### src/rtl/sele_pkg.sv
`timescale 1ns / 1ps
`default_nettype none

package sele_pkg;

   localparam int LIST_DEPTH = 256;
   localparam int CODE_BITS  = 32;
   localparam int LEN_W      = $clog2(LIST_DEPTH + 1);
   localparam int SUM_W      = LEN_W + 2;

   typedef enum logic [3:0] {
      CMD_CLEAR   = 4'd0,
      CMD_APPEND  = 4'd1,
      CMD_PREPEND = 4'd2,
      CMD_POP     = 4'd3,
      CMD_ERASE   = 4'd4,
      CMD_FIND    = 4'd5,
      CMD_READ    = 4'd6,
      CMD_SORT    = 4'd7,
      CMD_PICK    = 4'd8
   } cmd_type;

   typedef enum logic [2:0] {
      CELL_HOLD,
      CELL_WRITE,
      CELL_SHUP,
      CELL_SHDN,
      CELL_ROT,
      CELL_SORT
   } cell_op_type;

   typedef struct packed {
      logic [CODE_BITS-1:0] code;
      logic signed [31:0]   score;
   } entry_type;

   typedef struct packed {
      cell_op_type      op;
      logic [LEN_W-1:0] wr_idx;
      logic [LEN_W-1:0] pos;
      logic [LEN_W-1:0] sort_end;
      logic             parity;
      entry_type        new_entry;
   } ctl_type;

endpackage

`default_nettype wire

### src/rtl/sele_cell.sv
`timescale 1ns / 1ps
`default_nettype none

module sele_cell (
   input  wire                      clock,
   input  wire [sele_pkg::LEN_W-1:0] idx,
   input  wire sele_pkg::ctl_type   ctl,
   input  wire sele_pkg::entry_type left,
   input  wire sele_pkg::entry_type right,
   input  wire                      swap_l,
   output logic                     swap_r,
   output sele_pkg::entry_type      entry
);
   import sele_pkg::*;

   entry_type ent_ff;
   entry_type ent_in;

   assign entry = ent_ff;

   always_comb begin
      swap_r = (ctl.op == CELL_SORT) && (idx >= ctl.pos) && (idx < ctl.sort_end)
               && (idx[0] == ctl.parity) && (ent_ff.score < right.score);
   end

   always_comb begin
      ent_in = ent_ff;
      unique case (ctl.op)
         CELL_HOLD: ent_in = ent_ff;
         CELL_WRITE: begin
            if (idx == ctl.wr_idx) ent_in = ctl.new_entry;
         end
         CELL_SHUP: ent_in = left;
         CELL_SHDN: begin
            if (idx >= ctl.pos) ent_in = right;
         end
         CELL_ROT: ent_in = right;
         CELL_SORT: begin
            if (swap_r) ent_in = right;
            else if (swap_l) ent_in = left;
         end
         default: ent_in = ent_ff;
      endcase
   end

   always_ff @(posedge clock) begin
      ent_ff <= ent_in;
   end

endmodule

`default_nettype wire

### config.mk
export PLATFORM = sky130hd
export DESIGN_NAME = sele_cell
export DESIGN_NICKNAME = d
export VERILOG_FILES = /design/src/rtl/sele_pkg.sv /design/src/rtl/sele_cell.sv
export SDC_FILE = /design/constraint.sdc
export NUM_CORES = 1
export LEC_CHECK = 0
export BUFFER_PORTS_ARGS = -buffer_cell sky130_fd_sc_hd__buf_4
export CELL_PAD_IN_SITES_DETAIL_PLACEMENT = 1
export CELL_PAD_IN_SITES_GLOBAL_PLACEMENT = 1
export CORE_MARGIN = 2
export CORE_UTILIZATION = 38
export DETAILED_ROUTE_END_ITERATION = 7
export PLACE_DENSITY = 0.9
export SLEW_MARGIN = 10
export SYNTH_ARGS = -nofsm -noshare
export SYNTH_HDL_FRONTEND = slang
export SYNTH_SLANG_ARGS = --single-unit
### constraint.sdc
create_clock -name clock -period 18 [get_ports clock]
set_clock_uncertainty 0.05 [all_clocks]
set_input_delay 1.8 -clock clock [delete_from_list [all_inputs] [get_ports clock]]
set_output_delay 1.8 -clock clock [all_outputs]
set_load 0.005 [all_outputs]
-- Yosys cells after proc, flatten, opt, wreduce, memory -nomap -nowiden
Index checks and enable logic that the tools add are counted.
Widths: inputs -> output; s select.
- register bits after elaboration: 64
- output and inout port bits: 65
- input bits: 234
- logic and storage cells: 26
- reductions and logical operators: 6
- equal/unequal tests: 10
- multiplexer cells: 5
- $lt $le $gt $ge: 3
- operators with widths (cell ; count):
    $pmux 64 s5 ; 1
    $mux 64 ; 4
    $lt 32x32->1 ; 1
    $eq 9x9->1 ; 1
    $ge 9x9->1 ; 1
    $lt 9x9->1 ; 1
    $eq 3x2->1 const B ; 2
    $eq 3x3->1 const B ; 2
    $reduce_bool 5->1 ; 1
    $logic_and 1x1->1 ; 4
    $ne 2x2->1 const B ; 2
    $reduce_and 4->1 ; 1
    $eq 3x1->1 const B ; 1
    $ne 3x3->1 const B ; 1
    $eq 1x1->1 ; 1

-- Depth between registers and ports, before layout
- depth after elaboration: 7
- depth in mapped cells: 11
- depth with buffers taken out: 9

-- Worst setup path before layout
OpenSTA, ideal clock, no wires.
- path type: in2reg
- start point: input port right[21] in the netlist's numbering
- end point: register ent_ff (netlist bit entry[0]) (enable)
- data arrival time: 6637 ps
- path buffers: 1
- stages on the path: 10
- slack: 10806 ps
- library setup time: 507 ps
- data required time: 17443 ps
- cell sequence: inv_1 > ha_1 > nand4_2 > nor3_1 > o31ai_1 > o211ai_1 > a2111o_1 > or2_1 > clkbuf_1 > a21oi_1
- word-level cells in the longest chain between the ends: 4
- RTL lines (what ; line ; text):
    start, declared ; sele_cell.sv:9 ; input wire sele_pkg::entry_type right,
    $lt 32x32->1 ; sele_cell.sv:23 ; && (idx[0] == ctl.parity) && (ent_ff.score < right.score);
    $logic_and 1x1->1 ; sele_cell.sv:23 ;
    $ne 3x3->1 (no line) ; -- ;
    $reduce_and 4->1 (no line) ; -- ;
    end signal, assigned ; sele_cell.sv:47 ; ent_ff <= ent_in;
    end, declared ; sele_cell.sv:16 ; entry_type ent_ff;
No other way between the ends.
A chain may end at the register's enable or synchronous reset.

-- Final worst setup path
- start point: input port right[17] in the netlist's numbering
- end point: output port swap_r
- word-level cells in the longest chain between the ends: 2
- RTL lines (what ; line ; text):
    $lt 32x32->1 ; sele_cell.sv:23 ;
    $logic_and 1x1->1 ; sele_cell.sv:23 ;
    end, declared ; sele_cell.sv:11 ; output logic swap_r,
No other way between the ends.

==> flow_metrics.py <==
metrics = {
    "logic_synthesis": {
        "async_reset_ff_share_pct": 0,
        "synthSimpleGateAreaFrac_pct": 17.51,
        "synth_compound_area_share_pct": 26.44,
        "synth_ff_type": "edfxtp_1",
        "synth_edf_count": 64,
        "avgSynthCellArea_um2": 8.142,
        "synth_cell_types": 41,
        "yosysSeqAreaShare_pct": 27.04,
        "synthCells": 873,
        "netlist_area_um2": 7108,
        "synth_fp_nets": 1155,
        "yosys_warnings": 0,
        "synth_top_family_by_area": "compound AO/OA/AOI/OAI gates",
        "synthMuxAreaShare_pct": 11.83,
        "ys_ff_latch": 64,
        "synth_xor_area_share_pct": 1.232,
        "synth_fa_ha_area_share_pct": 8.449,
    },
    "finish": {
        "n_antenna_cell": 0,
        "final_cell_count_no_fill": 1348,
        "largest_register_ff_count": 64,
        "fin_util_pct": 52.29,
        "fillCellCount": 2279,
        "drive_gt1_share_pct": 29.44,
        "area_growth_syn_to_layout_pct": 36.23,
        "nets": 1391,
    },
    "placement": {
        "placed_cells": 1332,
        "gp_congestion": 0.8515,
        "port-buffer-count": 298,
        "hpwl_mm": 20.05,
    },
    "routing": {
        "drtIter0Drc": 356,
        "post_drt_wl_per_cell_um": 20.49,
        "detail-route-antenna-nets": 0,
        "first_pass_iters": 5,
        "vias_per_cell": 5.931,
        "wirelength_mm": 27.62,
        "drc": 0,
        "via_count": 7995,
    },
    "clock_tree": {
        "cts.repair_timing.setup_buffer_count": 0,
        "cts_num_sinks": 64,
        "root_buffer": "clkbuf_16",
        "clkLatencyLatePin_ps": 330,
        "cts_tree": "yes",
        "clock_path_buffers": 2,
        "holdBufCountCts": 0,
        "cts_resized": 0,
        "clk_pin_slew_ps": 50,
        "htree_levels": 3,
        "cts_buffers": 9,
    },
    "timing": {
        "rsz0062_at_grt": "false",
        "post-route-period-util_pct": 33.06,
        "relSlewSlack_pct": 25.28,
        "fmax_ghz": 0.1681,
        "final.min_clock_period_ps": 5951,
        "tns_ps": 0,
        "tightest_slew_ps": 1118,
        "hold_viol": 0,
        "finalSetupViolCount": 0,
        "slew_violations": 0,
    },
    "floorplanning": {
        "core-area_um2": 18520,
        "initial_utilization_pct": 38.39,
        "die_x_um": 140.8,
        "row_count": 50,
        "die_h_um": 140.8,
        "ios": 299,
        "die-area_um2": 19810,
    },
    "run": {
        "timing.max_cap.violations": 0,
    },
    "grt": {
        "gr-total-overflow": 0,
        "grt_max_degree": 118,
        "grt_util_all_layers_pct": 27.11,
        "grt_pass1_vias": 8194,
        "antenna_found_initial": 0,
        "grt_first_pass_wirelength_mm": 43.36,
    },
    "worst_setup_path": {
        "crit_type": "in -> out",
        "slowest_delay_ps": 510,
        "worstPathArrival_ps": 4100,
        "crit_path_start_kind": "primary input",
        "cpMaxStageDelayCell": "a2111o_2",
        "cp_max_fo": 3,
        "path_common_cell": "buf_4",
        "cp_data_required_time_ps": 16150,
        "path_cells": "buf_4 -> inv_1 -> ha_1 -> a21oi_1 -> nor3_1 -> o31ai_1 -> o211ai_1 -> a2111o_2 -> or2_2 -> nor2_1 -> buf_4",
        "end_kind": "output pin",
    },
    "run_status": {
        "status": "finished clean",
    },
    "power_and_ir_drop": {
        "irDropWorstVdd_mv": 0.04584,
        "power_leakage_nw": 4.276,
        "finalPower_mw": 0.5762,
        "p_per_area_nw_per_um2": 59.50,
    },
    "min_path": {
        "holdCritPathClass": "reg -> reg",
    },
}
==> per-stage QoR <==
stage | hold WS, ps | setup slack (ps) | area, um^2
after detailed placement | 1606 | 11760 | 9402
final | 1604 | 12050 | 9683
after floorplan | 1116 | 10810 | 7108
after global routing | 1718 | 11850 | 9683
after global placement | 1568 | 11820 | 9402
after CTS | 1619 | 12070 | 9683
==> Yosys cell counts (all sizes together), types with 2 or more instances <==
library cell | count | area share (%)
mux2i | 84 | 12
buf | 17 | 1.5
nand2 | 130 | 6.9
clkbuf | 66 | 3.5
a221o | 6 | 0.84
o2bb2ai | 2 | 0.25
edfxtp | 64 | 27
a31oi | 2 | 0.18
nand4 | 9 | 0.88
o211ai | 3 | 0.32
nor4 | 33 | 2.9
a21oi | 47 | 3.3
xor2 | 8 | 0.99
inv | 48 | 2.5
nor2b | 10 | 0.88
nor3 | 59 | 4.2
nor2 | 18 | 0.95
a21o | 5 | 0.53
xnor2 | 2 | 0.25
o21ai | 95 | 6.7
a311o | 63 | 8.9
ha | 48 | 8.4
nand2b | 3 | 0.26
a22o | 32 | 3.9
a211oi | 6 | 0.63
==> layout by cell type, fill, tap and decap left out, types with 2 or more instances in the layout <==
cell type and count:
a22o_1 32, a21o_1 5, a21oi_1 46, a31oi_1 2
nand2b_1 3, nor2b_1 10, clkbuf_1 3, ha_1 48
a311o_1 63, nor4_1 33, buf_4 307, nor2_1 17
o21ai_0 95, a211oi_1 6, nand4_1 8, o211ai_1 3
xnor2_1 2, edfxtp_1 64, mux2i_1 84, a221o_1 6
nor3_1 59, clkinv_2 3, nand2_1 130, clkbuf_16 9
xor2_1 8, inv_1 48
==> report_power, final <==
group	total (mW)	switching (mW)	internal (mW)
sequential	0.192	0.00819	0.184
combinational	0.214	0.112	0.102
clock	0.170	0.0635	0.107
==> path summary, 6_finish.rpt <==
path | slack [ps] | to | startpoint | cells after the start
setup / recovery | 12050 | swap_r | right[17] | 11
hold reg to reg | 1600 | entry[60] | entry[31] | 7
hold / removal | 1600 | entry[60] | entry[31] | 7
setup reg to reg | 13360 | entry[44] | entry[31] | 10
==> cell families after synthesis <==
kind of cell | Yosys count
XOR/XNOR | 10
flip-flops | 64
multiplexers | 84
adder cells (fa/ha/maj) | 48
buffers and inverters | 131
AO/OA/AOI/OAI | 268
AND/OR/NAND/NOR | 268
==> worst max-delay path: cells and delay by family <==
family | cells | cell delay, ps
and+or+nand+nor | 3 | 510
buffers and inverters | 3 | 350
AOI/OAI and AO/OA | 4 | 1180
adders and majority gates | 1 | 260
==> layer usage <==
metal / up-vias / track usage [%] / wire length, um
li1: 3793 / - / -
met1: 3864 / 33.64 / 11580
met2: 292 / 47.65 / 13580
met3: 46 / 4.348 / 1690
met4: 0 / 9.737 / 773
met5: - / 0 / 0
==> cell type report <==
cell class | count | area, um^2 | share of cell area (%)
tap | 234 | 292.8 | 3.024
clock buffer | 12 | 236.5 | 2.442
clock inverter | 4 | 45.04 | 0.4652
timing repair buffer | 308 | 2316 | 23.92
inverter | 48 | 180.2 | 1.861
sequential | 64 | 1922 | 19.85
multi-input combinational | 678 | 4691 | 48.44
No activity file was read; power rests on OpenSTA's default activity.
